File: config.mk
export PLATFORM = sky130hd
export DESIGN_NAME = imu_raw_sample_to_si_units
export DESIGN_NICKNAME = d
export VERILOG_FILES = /design/src/rtl/imu_si_pkg.sv /design/src/rtl/imu_raw_sample_to_si_units.sv /design/src/rtl/imu_si_front.sv /design/src/rtl/imu_si_divider.sv /design/src/rtl/imu_si_split.sv
export SDC_FILE = /design/constraint.sdc
export NUM_CORES = 2
export LEC_CHECK = 0
export BUFFER_PORTS_ARGS = -buffer_cell sky130_fd_sc_hd__buf_4
export CAP_MARGIN = 20
export CORE_MARGIN = 8
export CORE_UTILIZATION = 55
export CTS_CLUSTER_SIZE = 24
export DETAILED_ROUTE_END_ITERATION = 7
export GPL_TIMING_DRIVEN = 0
export PLACE_DENSITY = 0.78
export SYNTH_ARGS = -nofsm -noshare
export SYNTH_HDL_FRONTEND = slang
export SYNTH_SLANG_ARGS = --single-unit
File: constraint.sdc
create_clock -name clk -period 87.5 [get_ports clk]
set_input_delay 13.125 -clock clk [delete_from_list [all_inputs] [get_ports clk]]
set_output_delay 13.125 -clock clk [all_outputs]
set_load 0.01 [all_outputs]
File: src/rtl/imu_si_pkg.sv
// shared types, widths and constants for the imu raw sample to si unit converter
package imu_si_pkg;

  localparam int RAW_W       = 16;
  localparam int MODE_W      = 2;
  localparam int SHIFT_W     = 4;
  localparam int SENS_W      = 11;
  localparam int REG_IDX_W   = 1;
  localparam int WR_DATA_W   = 11;
  localparam int COEF_W      = 26;
  localparam int PROD_W      = 41;
  localparam int NUM_W       = 40;
  localparam int DIV_W       = 18;
  localparam int QUO_W       = 28;
  localparam int VAL_W       = 30;
  localparam int MAG_W       = 28;
  localparam int RECIP_W     = 19;
  localparam int RECIP_SH    = 38;
  localparam int WHOLE_MAG_W = 8;
  localparam int FRAC_W      = 20;
  localparam int WHOLE_W     = 9;
  localparam int MICRO_W     = 21;

  localparam logic [MODE_W-1:0] MODE_ACCEL = 2'd0;
  localparam logic [MODE_W-1:0] MODE_GYRO  = 2'd1;
  localparam logic [MODE_W-1:0] MODE_TEMP  = 2'd2;

  localparam logic [REG_IDX_W-1:0] REG_ACCEL_SHIFT = 1'd0;
  localparam logic [REG_IDX_W-1:0] REG_GYRO_SENS   = 1'd1;

  localparam logic [SHIFT_W-1:0] SHIFT_MIN   = 4'd11;
  localparam logic [SHIFT_W-1:0] SHIFT_MAX   = 4'd14;
  localparam logic [SHIFT_W-1:0] SHIFT_RESET = 4'd14;

  localparam logic [SENS_W-1:0] SENS_MIN   = 11'd80;
  localparam logic [SENS_W-1:0] SENS_MAX   = 11'd1400;
  localparam logic [SENS_W-1:0] SENS_RESET = 11'd1310;
  localparam logic [DIV_W-1:0]  SENS_SCALE = 18'd180;

  // standard gravity, pi times ten and one million, all in micro units
  localparam logic signed [COEF_W-1:0] COEF_ACCEL = 26'sd9806650;
  localparam logic signed [COEF_W-1:0] COEF_GYRO  = 26'sd31415920;
  localparam logic signed [COEF_W-1:0] COEF_TEMP  = 26'sd1000000;

  localparam logic [DIV_W-1:0] DIV_ACCEL = 18'd1;
  localparam logic [DIV_W-1:0] DIV_TEMP  = 18'd340;

  // 36 degrees plus the 0.53 degree micro offset
  localparam logic signed [VAL_W-1:0] TEMP_BIAS = 30'sd36530000;

  localparam logic [FRAC_W-1:0]         MICRO_SCALE = 20'd1000000;
  localparam logic signed [MICRO_W-1:0] MICRO_LIMIT = 21'sd1000000;
  // floor(2^38 / 1000000)
  localparam logic [RECIP_W-1:0]        RECIP_MICRO = 19'd274877;

  typedef struct packed {
    logic              valid;
    logic [MODE_W-1:0] mode;
    logic              neg;
    logic [DIV_W-1:0]  rem;
    logic [QUO_W-1:0]  numq;
    logic [DIV_W-1:0]  divisor;
  } div_item_t;

  typedef struct packed {
    logic              valid;
    logic [MODE_W-1:0] mode;
    logic              neg;
    logic [QUO_W-1:0]  quot;
  } quo_item_t;

  function automatic logic mode_is_temp(input logic [MODE_W-1:0] m);
    mode_is_temp = (m != MODE_ACCEL) && (m != MODE_GYRO);
  endfunction

endpackage

File: src/rtl/imu_raw_sample_to_si_units.sv
// top level: imu raw sample to si unit converter
// Takes one transaction per clock while sample_stall is low; the pipeline has
// two front stages (coefficient multiply, shift and magnitude), 28 stages
// of the restoring divider (one quotient bit each) and six back stages
// (sign and temperature bias, magnitude, reciprocal multiply, quotient
// times one million, remainder correction, output register). Every sample
// yields exactly one result, in order. A finished result held back by
// result_stall freezes the whole pipeline, and sample_stall is raised in
// the same cycle. accel_shift and gyro_sens_x10 are clamped to 11..14 and
// 80..1400 when used; mode 3 is handled as die temperature. Write the
// registers only while no transaction is in flight.
module imu_raw_sample_to_si_units (
  input  logic                                     clk,
  input  logic                                     rst,
  input  logic                                     sample_valid,
  output logic                                     sample_stall,
  input  logic [imu_si_pkg::MODE_W-1:0]            mode,
  input  logic signed [imu_si_pkg::RAW_W-1:0]      raw_sample,
  output logic                                     result_valid,
  input  logic                                     result_stall,
  output logic signed [imu_si_pkg::WHOLE_W-1:0]    whole_part,
  output logic signed [imu_si_pkg::MICRO_W-1:0]    micro_part,
  input  logic                                     wr_en,
  input  logic [imu_si_pkg::REG_IDX_W-1:0]         wr_index,
  input  logic [imu_si_pkg::WR_DATA_W-1:0]         wr_data
);

  logic [imu_si_pkg::SHIFT_W-1:0] accel_shift;
  logic [imu_si_pkg::SENS_W-1:0]  gyro_sens_x10;
  logic                           en;
  imu_si_pkg::div_item_t          div_in;
  imu_si_pkg::quo_item_t          quo_out;

  always_ff @(posedge clk) begin
    if (rst) begin
      accel_shift   <= imu_si_pkg::SHIFT_RESET;
      gyro_sens_x10 <= imu_si_pkg::SENS_RESET;
    end else if (wr_en) begin
      case (wr_index)
        imu_si_pkg::REG_ACCEL_SHIFT: accel_shift   <= wr_data[imu_si_pkg::SHIFT_W-1:0];
        imu_si_pkg::REG_GYRO_SENS:   gyro_sens_x10 <= wr_data[imu_si_pkg::SENS_W-1:0];
        default: ;
      endcase
    end
  end

  // pipeline advances unless a finished result is held back
  assign en           = !(result_valid && result_stall);
  assign sample_stall = !en;

  imu_si_front u_front (
    .clk           (clk),
    .rst           (rst),
    .en            (en),
    .sample_valid  (sample_valid),
    .mode          (mode),
    .raw_sample    (raw_sample),
    .accel_shift   (accel_shift),
    .gyro_sens_x10 (gyro_sens_x10),
    .div_in        (div_in)
  );

  imu_si_divider u_divider (
    .clk     (clk),
    .rst     (rst),
    .en      (en),
    .div_in  (div_in),
    .quo_out (quo_out)
  );

  imu_si_split u_split (
    .clk          (clk),
    .rst          (rst),
    .en           (en),
    .quo_in       (quo_out),
    .result_valid (result_valid),
    .whole_part   (whole_part),
    .micro_part   (micro_part)
  );

endmodule

File: src/rtl/imu_si_front.sv
// front end: coefficient multiply, accel shift and magnitude for the divider
module imu_si_front (
  input  logic                                  clk,
  input  logic                                  rst,
  input  logic                                  en,
  input  logic                                  sample_valid,
  input  logic [imu_si_pkg::MODE_W-1:0]         mode,
  input  logic signed [imu_si_pkg::RAW_W-1:0]   raw_sample,
  input  logic [imu_si_pkg::SHIFT_W-1:0]        accel_shift,
  input  logic [imu_si_pkg::SENS_W-1:0]         gyro_sens_x10,
  output imu_si_pkg::div_item_t                 div_in
);

  logic                                     p1_valid;
  logic [imu_si_pkg::MODE_W-1:0]            p1_mode;
  logic signed [imu_si_pkg::PROD_W-1:0]     p1_prod;
  logic [imu_si_pkg::SHIFT_W-1:0]           p1_shift;
  logic [imu_si_pkg::DIV_W-1:0]             p1_divisor;

  logic signed [imu_si_pkg::COEF_W-1:0]     coef;
  logic [imu_si_pkg::DIV_W-1:0]             divisor_next;
  logic [imu_si_pkg::SHIFT_W-1:0]           shift_clamped;
  logic [imu_si_pkg::SENS_W-1:0]            sens_clamped;
  logic signed [imu_si_pkg::PROD_W-1:0]     prod_next;

  logic signed [imu_si_pkg::PROD_W-1:0]     sel;
  logic signed [imu_si_pkg::PROD_W-1:0]     mag;
  logic [imu_si_pkg::NUM_W-1:0]             num;
  imu_si_pkg::div_item_t                    div_next;

  // stage 1: clamp registers, pick coefficient and divisor, multiply
  always_comb begin
    shift_clamped = accel_shift;
    if (accel_shift < imu_si_pkg::SHIFT_MIN) shift_clamped = imu_si_pkg::SHIFT_MIN;
    if (accel_shift > imu_si_pkg::SHIFT_MAX) shift_clamped = imu_si_pkg::SHIFT_MAX;
    sens_clamped = gyro_sens_x10;
    if (gyro_sens_x10 < imu_si_pkg::SENS_MIN) sens_clamped = imu_si_pkg::SENS_MIN;
    if (gyro_sens_x10 > imu_si_pkg::SENS_MAX) sens_clamped = imu_si_pkg::SENS_MAX;
    case (mode)
      imu_si_pkg::MODE_ACCEL: begin
        coef         = imu_si_pkg::COEF_ACCEL;
        divisor_next = imu_si_pkg::DIV_ACCEL;
      end
      imu_si_pkg::MODE_GYRO: begin
        coef         = imu_si_pkg::COEF_GYRO;
        divisor_next = imu_si_pkg::DIV_W'(sens_clamped) * imu_si_pkg::SENS_SCALE;
      end
      default: begin
        coef         = imu_si_pkg::COEF_TEMP;
        divisor_next = imu_si_pkg::DIV_TEMP;
      end
    endcase
    prod_next = imu_si_pkg::PROD_W'(raw_sample) * imu_si_pkg::PROD_W'(coef);
  end

  always_ff @(posedge clk) begin
    if (rst) begin
      p1_valid <= 1'b0;
    end else if (en) begin
      p1_valid <= sample_valid;
    end
    if (en) begin
      p1_mode    <= mode;
      p1_prod    <= prod_next;
      p1_shift   <= shift_clamped;
      p1_divisor <= divisor_next;
    end
  end

  // stage 2: floor shift for accel, sign and magnitude, first partial remainder
  always_comb begin
    sel = (p1_mode == imu_si_pkg::MODE_ACCEL) ? (p1_prod >>> p1_shift) : p1_prod;
    mag = sel[imu_si_pkg::PROD_W-1] ? -sel : sel;
    num = imu_si_pkg::NUM_W'(mag);
    div_next.valid   = p1_valid;
    div_next.mode    = p1_mode;
    div_next.neg     = sel[imu_si_pkg::PROD_W-1];
    div_next.rem     = {{(imu_si_pkg::DIV_W - (imu_si_pkg::NUM_W - imu_si_pkg::QUO_W)){1'b0}},
                        num[imu_si_pkg::NUM_W-1:imu_si_pkg::QUO_W]};
    div_next.numq    = num[imu_si_pkg::QUO_W-1:0];
    div_next.divisor = p1_divisor;
  end

  always_ff @(posedge clk) begin
    if (rst) begin
      div_in.valid <= 1'b0;
    end else if (en) begin
      div_in <= div_next;
    end
  end

endmodule

File: src/rtl/imu_si_divider.sv
// pipelined restoring divider, one quotient bit per stage
module imu_si_divider (
  input  logic                   clk,
  input  logic                   rst,
  input  logic                   en,
  input  imu_si_pkg::div_item_t  div_in,
  output imu_si_pkg::quo_item_t  quo_out
);

  imu_si_pkg::div_item_t          stage [imu_si_pkg::QUO_W];
  imu_si_pkg::div_item_t          src   [imu_si_pkg::QUO_W];
  imu_si_pkg::div_item_t          nxt   [imu_si_pkg::QUO_W];
  logic [imu_si_pkg::DIV_W:0]     trial [imu_si_pkg::QUO_W];

  always_comb begin
    for (int i = 0; i < imu_si_pkg::QUO_W; i++) begin
      src[i]   = (i == 0) ? div_in : stage[(i == 0) ? 0 : i - 1];
      trial[i] = {src[i].rem, src[i].numq[imu_si_pkg::QUO_W-1]} - {1'b0, src[i].divisor};
      nxt[i]   = src[i];
      if (!trial[i][imu_si_pkg::DIV_W]) begin
        nxt[i].rem = trial[i][imu_si_pkg::DIV_W-1:0];
      end else begin
        nxt[i].rem = {src[i].rem[imu_si_pkg::DIV_W-2:0], src[i].numq[imu_si_pkg::QUO_W-1]};
      end
      nxt[i].numq = {src[i].numq[imu_si_pkg::QUO_W-2:0], ~trial[i][imu_si_pkg::DIV_W]};
    end
  end

  always_ff @(posedge clk) begin
    if (rst) begin
      for (int i = 0; i < imu_si_pkg::QUO_W; i++) begin
        stage[i].valid <= 1'b0;
      end
    end else if (en) begin
      for (int i = 0; i < imu_si_pkg::QUO_W; i++) begin
        stage[i] <= nxt[i];
      end
    end
  end

  assign quo_out.valid = stage[imu_si_pkg::QUO_W-1].valid;
  assign quo_out.mode  = stage[imu_si_pkg::QUO_W-1].mode;
  assign quo_out.neg   = stage[imu_si_pkg::QUO_W-1].neg;
  assign quo_out.quot  = stage[imu_si_pkg::QUO_W-1].numq;

  // partial remainder must stay below the divisor after the last step
  a_rem_below_divisor: assert property (@(posedge clk) disable iff (rst)
    stage[imu_si_pkg::QUO_W-1].valid |->
      stage[imu_si_pkg::QUO_W-1].rem < stage[imu_si_pkg::QUO_W-1].divisor)
    else $error("divider remainder not below divisor");

endmodule

File: src/rtl/imu_si_split.sv
// back end: sign, temperature bias, split into whole and micro parts
module imu_si_split (
  input  logic                                  clk,
  input  logic                                  rst,
  input  logic                                  en,
  input  imu_si_pkg::quo_item_t                 quo_in,
  output logic                                  result_valid,
  output logic signed [imu_si_pkg::WHOLE_W-1:0] whole_part,
  output logic signed [imu_si_pkg::MICRO_W-1:0] micro_part
);

  localparam int MPROD_W = imu_si_pkg::MAG_W + imu_si_pkg::RECIP_W;

  // stage v: signed value
  logic                                   v_valid;
  logic                                   v_temp;
  logic signed [imu_si_pkg::VAL_W-1:0]    v_val;
  logic signed [imu_si_pkg::VAL_W-1:0]    base;
  logic signed [imu_si_pkg::VAL_W-1:0]    val_next;

  // stage a: magnitude
  logic                                   a_valid;
  logic                                   a_temp;
  logic                                   a_neg;
  logic [imu_si_pkg::MAG_W-1:0]           a_mag;

  // stage m: reciprocal product
  logic                                   m_valid;
  logic                                   m_temp;
  logic                                   m_neg;
  logic [imu_si_pkg::MAG_W-1:0]           m_mag;
  logic [MPROD_W-1:0]                     m_prod;

  // stage e: estimated quotient times one million
  logic                                   e_valid;
  logic                                   e_temp;
  logic                                   e_neg;
  logic [imu_si_pkg::MAG_W-1:0]           e_mag;
  logic [imu_si_pkg::WHOLE_MAG_W-1:0]     e_q;
  logic [imu_si_pkg::MAG_W-1:0]           e_qm;
  logic [imu_si_pkg::WHOLE_MAG_W-1:0]     q_est;

  // stage c: corrected quotient and remainder
  logic                                   c_valid;
  logic                                   c_temp;
  logic                                   c_neg;
  logic [imu_si_pkg::WHOLE_MAG_W-1:0]     c_q;
  logic [imu_si_pkg::FRAC_W-1:0]          c_r;
  logic [imu_si_pkg::FRAC_W:0]            r_full;
  logic                                   r_over;
  logic [imu_si_pkg::WHOLE_MAG_W-1:0]     c_q_next;
  logic [imu_si_pkg::FRAC_W-1:0]          c_r_next;

  // output stage
  logic                                   o_temp;
  logic [imu_si_pkg::WHOLE_W-1:0]         wq;
  logic signed [imu_si_pkg::WHOLE_W-1:0]  whole_next;
  logic signed [imu_si_pkg::MICRO_W-1:0]  micro_next;

  always_comb begin
    base     = $signed({{(imu_si_pkg::VAL_W - imu_si_pkg::QUO_W){1'b0}}, quo_in.quot});
    val_next = quo_in.neg ? -base : base;
    if (imu_si_pkg::mode_is_temp(quo_in.mode)) begin
      val_next = val_next + imu_si_pkg::TEMP_BIAS;
    end
  end

  assign q_est = m_prod[imu_si_pkg::RECIP_SH +: imu_si_pkg::WHOLE_MAG_W];

  always_comb begin
    r_full   = (imu_si_pkg::FRAC_W + 1)'(e_mag - e_qm);
    r_over   = r_full >= (imu_si_pkg::FRAC_W + 1)'(imu_si_pkg::MICRO_SCALE);
    c_q_next = r_over ? e_q + imu_si_pkg::WHOLE_MAG_W'(1) : e_q;
    c_r_next = r_over ? imu_si_pkg::FRAC_W'(r_full - (imu_si_pkg::FRAC_W + 1)'(imu_si_pkg::MICRO_SCALE))
                      : imu_si_pkg::FRAC_W'(r_full);
  end

  // temperature rounds toward minus infinity, the others toward zero
  always_comb begin
    wq = imu_si_pkg::WHOLE_W'(c_q);
    if (c_temp && c_neg && (c_r != '0)) begin
      whole_next = -(wq + imu_si_pkg::WHOLE_W'(1));
      micro_next = imu_si_pkg::MICRO_W'(imu_si_pkg::MICRO_SCALE) - imu_si_pkg::MICRO_W'(c_r);
    end else if (c_neg) begin
      whole_next = -wq;
      micro_next = -imu_si_pkg::MICRO_W'(c_r);
    end else begin
      whole_next = wq;
      micro_next = imu_si_pkg::MICRO_W'(c_r);
    end
  end

  always_ff @(posedge clk) begin
    if (rst) begin
      v_valid      <= 1'b0;
      a_valid      <= 1'b0;
      m_valid      <= 1'b0;
      e_valid      <= 1'b0;
      c_valid      <= 1'b0;
      result_valid <= 1'b0;
    end else if (en) begin
      v_valid      <= quo_in.valid;
      a_valid      <= v_valid;
      m_valid      <= a_valid;
      e_valid      <= m_valid;
      c_valid      <= e_valid;
      result_valid <= c_valid;
    end
    if (en) begin
      v_temp     <= imu_si_pkg::mode_is_temp(quo_in.mode);
      v_val      <= val_next;
      a_temp     <= v_temp;
      a_neg      <= v_val[imu_si_pkg::VAL_W-1];
      a_mag      <= imu_si_pkg::MAG_W'(v_val[imu_si_pkg::VAL_W-1] ? -v_val : v_val);
      m_temp     <= a_temp;
      m_neg      <= a_neg;
      m_mag      <= a_mag;
      m_prod     <= MPROD_W'(a_mag) * MPROD_W'(imu_si_pkg::RECIP_MICRO);
      e_temp     <= m_temp;
      e_neg      <= m_neg;
      e_mag      <= m_mag;
      e_q        <= q_est;
      e_qm       <= imu_si_pkg::MAG_W'(q_est) * imu_si_pkg::MAG_W'(imu_si_pkg::MICRO_SCALE);
      c_temp     <= e_temp;
      c_neg      <= e_neg;
      c_q        <= c_q_next;
      c_r        <= c_r_next;
      o_temp     <= c_temp;
      whole_part <= whole_next;
      micro_part <= micro_next;
    end
  end

  a_rem_corrected: assert property (@(posedge clk) disable iff (rst)
    c_valid |-> c_r < imu_si_pkg::MICRO_SCALE)
    else $error("micro remainder not reduced below one million");

  a_micro_range: assert property (@(posedge clk) disable iff (rst)
    result_valid |-> (micro_part > -imu_si_pkg::MICRO_LIMIT) &&
                     (micro_part < imu_si_pkg::MICRO_LIMIT))
    else $error("micro part out of range");

  a_temp_micro_positive: assert property (@(posedge clk) disable iff (rst)
    result_valid && o_temp |-> micro_part >= 0)
    else $error("temperature micro part negative");

endmodule
# After elaboration in Yosys (flattened, before gate mapping)
# Memory sizes are Yosys's and may differ from the RTL's.
# Index checks and enable logic that the tools add are counted.
totals:
  out_inout_bits: 32
  reg_bits: 385
  inputBits: 35
  n_memories: 1
  wordCells: 241
  ram_bits: 1904
mem_list:
  columns: ["memory", "depth", "word_bits", "read_ports", "rd_ports_with_merged_regs", "wr", "line_no", "rtl"]
  rows:
  - ["u_divider.stage", 28, 68, 28, 0, 28, "imu_si_divider.sv:10", "imu_si_pkg::div_item_t stage [imu_si_pkg::QUO_W];"]
classes:
  n_eq_ne: 2
  n_mul: 4
  n_bitwise: 59
  n_addsub: 40
  reduce_logical: 12
  n_mux: 77
  n_lt_le_gt_ge: 5
  shifts: 1
op_table:
  columns: ["op", "count"]
  rows:
  - ["19-bit by 18-bit subtractor with 19-bit output", 27]
  - ["18-bit two-way mux", 28]
  - ["30-bit two-way mux", 2]
  - ["25-bit one-hot mux with 2 select lines", 1]
  - ["28-bit by 19-bit multiplier with 46-bit output (second input constant)", 1]
  - ["21-bit two-way mux", 2]
  - ["16-bit by 26-bit multiplier with 41-bit output", 1]
  - ["41-bit two-way mux", 1]
  - ["41-bit by 4-bit >>> shifter with 41-bit output", 1]
  - ["40-bit two-way mux", 1]
  - ["40-bit negation", 1]
  - ["18-bit one-hot mux with 2 select lines", 1]
  - ["1-bit two-way mux", 33]
  - ["1-bit inverter", 31]
  - ["30-bit by 27-bit adder with 30-bit output (second input constant)", 1]
  - ["28-bit negation with 30-bit output", 1]
  - ["28-bit two-way mux", 1]
  - ["28-bit negation", 1]
  - ["1-bit bitwise OR", 28]
  - ["11-bit two-way mux", 2]
  - ["21-bit by 20-bit >= comparator with 1-bit output (second input constant)", 1]
  - ["20-bit negation with 21-bit output", 1]
  - ["20-bit by 20-bit subtractor with 21-bit output (first input constant)", 1]
  - ["21-bit subtractor", 1]
  - ["24 further kinds", 31]

# Longest topological paths before layout
logic_depth:
  depth_word: 5
  ltp_mapped: 28
  ltp_nobuf: 25

# Cells and area by module
# From an unflattened synthesis, not the netlist that was laid out.
hier_totals:
  hier_cells: 9841
  area_unflattened_um2: 126737.8
by_module_without_submodules:
  columns: ["module", "seq_area_each_um2", "cells_each", "area_each_um2", "instances"]
  rows:
  - ["imu_si_divider", 56093.8, 6158, 87690.4, 1]
  - ["imu_si_split", 5945.7, 1781, 19269.7, 1]
  - ["imu_si_front", 3733.6, 1839, 19155.9, 1]
  - ["imu_raw_sample_to_si_units", 300.3, 63, 621.8, 1]

# Worst setup path after synthesis
# Ideal clock, no wire load.
synth_path:
  path_kind: "input to register"
  from: "input result_stall"
  to: "memory u_divider.stage[10][67] (netlist name), data pin"
  setup_time_ps: 399
  cell_stages: 5
  t_required_ps: 87101
  n_path_buf: 1
  slack_ps: 14925
  arrival_ps: 72177
  path_cell_list: "nand2_1 -> inv_1 -> nor2_1 -> clkbuf_1 -> and2_1"
synth_lines:
  columns: ["element", "line_no", "rtl"]
  rows:
  - ["from (decl)", "imu_raw_sample_to_si_units.sv:20", "input logic result_stall,"]
  - ["to (decl)", "imu_si_divider.sv:10", null]

# Final worst setup path
layout_path:
  from: "input result_stall"
  to: "output sample_stall"
layout_between:
  elab_chain_len: 1
layout_rtl:
  columns: ["element", "line_no", "rtl"]
  rows:
  - ["1-bit logical AND", "imu_raw_sample_to_si_units.sv:48", "assign en = !(result_valid && result_stall);"]
  - ["to (decl)", "imu_raw_sample_to_si_units.sv:16", "output logic sample_stall,"]
# No other way between the ends.

==> flow_summary.toml <==
[worst_setup_path]
cp_max_fo = 71
critPathKind = "in -> out"
start_kind = "input pin"
worstPathRequired_ns = 74.38
worstSetupEndpointType = "output port"
arrival_ns = 14.53

[synthesis]
syn_inst = 9516
yosys_most_used_dff = "edfxtp_1"
synthArstFlopShare_pct = 0
synth_edf_count = 2129
yosys-top-cells-area = "edfxtp_1, ha_1, fa_1, inv_1, mux2_2"
syn_area_per_cell_um2 = 12.8
synth.top_cell.area_share_pct = 52.5
ys_seq_area_share_pct = 52.9
synth.distinct_cells = 89
ys_ff_latch = 2152
ys_warn_count = 0
yosysTopAreaCell = "edfxtp_1"
synthesis.area_um2 = 122000

[detailed_routing]
dr_wl_met2_um = 122000
num_vias = 72500
via_per_inst = 5.58
wl_per_cell_um = 18.1
drt_iter0_markers = 4168
drc = 0
drt-total-wl_um = 236000
drt_pass1_iterations = 8
wl_met3_um = 8760
topRoutingLayerUsed = "met4"
met1Wirelength_um = 96500
ant_nets = 0

[cts]
cts_resized = 0
clk_root_buffer_cell = "clkbuf_16"
cts_sinks = 2152
post-cts-setup-buffer-count = 0
cts_buffers = 210
cts_max_level = 4
clk_path_buf_depth = 3
cts.clk_slew.worst_paths_ns = 0.06
clk_latency_ns = 0.85
hold_buffers = 0
cts_tree = "done"

[place]
portBuffers = 66
dpl_cell_area_um2 = 127000
dp.cells = 12600
dp_hpwl_um = 176000
gp_congestion = 0.909

[timing]
hold_violations = 0
worstMarginPinSlew_ns = 1.09
grt_setup_unrepaired = "false"
fin_crit_sh_pct = 31.6
hold_slack_ns = 0.394
final.min_clock_period_ns = 27.66
relSlewSlack_pct = 27.3
clock-skew-final_ns = 0.0372
slew_violations = 0
setup_violations = 0
clock.fmax_mhz = 36.2
setup_tns_ns = 0

[floorplanning]
start_util_pct = 55.3
dieHeight_um = 486
die_w_um = 486
coreArea_um2 = 220000
dieArea_um2 = 237000
num_rows = 172
ios = 67

[grt]
grt_start_max_net_pins = 77
grt_pass1_wl_um = 385000
grt_use_total_pct = 19.7
grt_antenna_before_repair = 3
grt_overflow = 0
grt_pass1_vias = 76100

[cells_and_area]
nNetsFinal = 11300
final_cell_mix = "edfxtp_1, inv_1, ha_1"
instances_no_fill = 13000
layout_commonest_cell = "edfxtp_1"
drive_above_1_share_pct = 10.4
final_area_um2 = 134000
syn_to_final_growth_pct = 10.3

[status]
status = "complete, no violations"

[job]
maxCapViolCount = 0

[min_path]
hold_class = "reg -> reg"
worst paths after layout:
path	depth (start not counted)	to	slack [ns]	startpoint
max	5	sample_stall	59.84	result_stall
min reg2reg	0	u_divider.stage[17][19]$_DFFE_PP_	0.39	u_divider.stage[16][18]$_DFFE_PP_
max reg2reg	20	u_split.m_prod[45]$_DFFE_PN_	80.71	u_split.a_mag[25]$_DFFE_PN_
min	0	u_divider.stage[17][19]$_DFFE_PP_	0.39	u_divider.stage[16][18]$_DFFE_PP_
critical path: stages:
cell	delay [ns]
buf_4	0.12
nand2_4	0.66
inv_1	0.14
clkbuf_1	0.26
buf_4	0.21
cell families (layout without fill, tap and decap cells):
family	count (synthesis)	count (layout)	synth area share, %
flip-flops	2152	2152	52.9
AND/OR/NAND/NOR	1703	1703	6.85
buffers and inverters	1605	2122	5.00
AO/OA/AOI/OAI	1490	1490	8.04
adder cells (fa/ha/maj)	1394	1394	17.2
XOR/XNOR	588	588	4.23
multiplexers	582	582	5.76
other	2	6	0.00617
through the flow:
step                      util (%)  setup slack, ns
after floorplan                  -            14.92
after global placement        57.2            -2.80
after detailed placement      57.8            59.80
after CTS                     61.0            59.80
after global routing          61.0            59.67
final                         61.0            59.84
cells in the mapped netlist, types with 23 or more instances:
cell	n
o211ai_1	35
mux2i_1	115
fa_1	466
nor4_1	35
nand4_1	29
a21boi_0	59
ha_1	927
xnor2_1	440
nor3_1	144
o21a_1	86
nand2b_1	83
o311ai_0	30
a21oi_1	419
o31a_1	24
nand2_1	386
inv_1	1483
and3_1	43
nand3b_1	32
mux2_2	415
nor2b_1	71
nand3_1	134
a21o_1	173
dfxtp_1	23
o21ai_0	279
or3_1	111
clkbuf_1	81
nor2_1	461
o21bai_1	41
edfxtp_1	2129
o31ai_1	72
mux4_2	48
or2_2	49
and2_1	73
xor2_1	148
a211oi_1	33
routing by layer:
metal | up-vias | GRT usage, %
met2 | 1665 | 36.3
met5 | - | 0
li1 | 34700 | -
met1 | 35600 | 23.8
met3 | 540 | 2.57
met4 | 0 | 6.68
flip-flops by register name (all words and copies together) (netlist names), 20 cells and up:
name	flops
u_divider.stage	1813
u_split.c_r	20
u_split.micro_part	21
u_split.a_mag	28
u_split.v_val	29
u_front.div_in	60
u_front.p1_prod	40
u_split.e_mag	21
area by class of cell:
cell class                      instances  area (um2)
Antenna cell                            2        5.00
Buffer                                120         513
Clock buffer                          236        5420
Clock inverter                        165        1730
Fill cell                           16500       85700
Inverter                             1485        5570
Multi-Input combinational cell       5761       51400
Sequential cell                      2152       64400
Tap cell                             2958        3700
Timing Repair Buffer                  116        1550
Power is left out: the tool's default activity adds up to more than one toggle a clock period on the data nets, which glitch-free logic cannot reach.
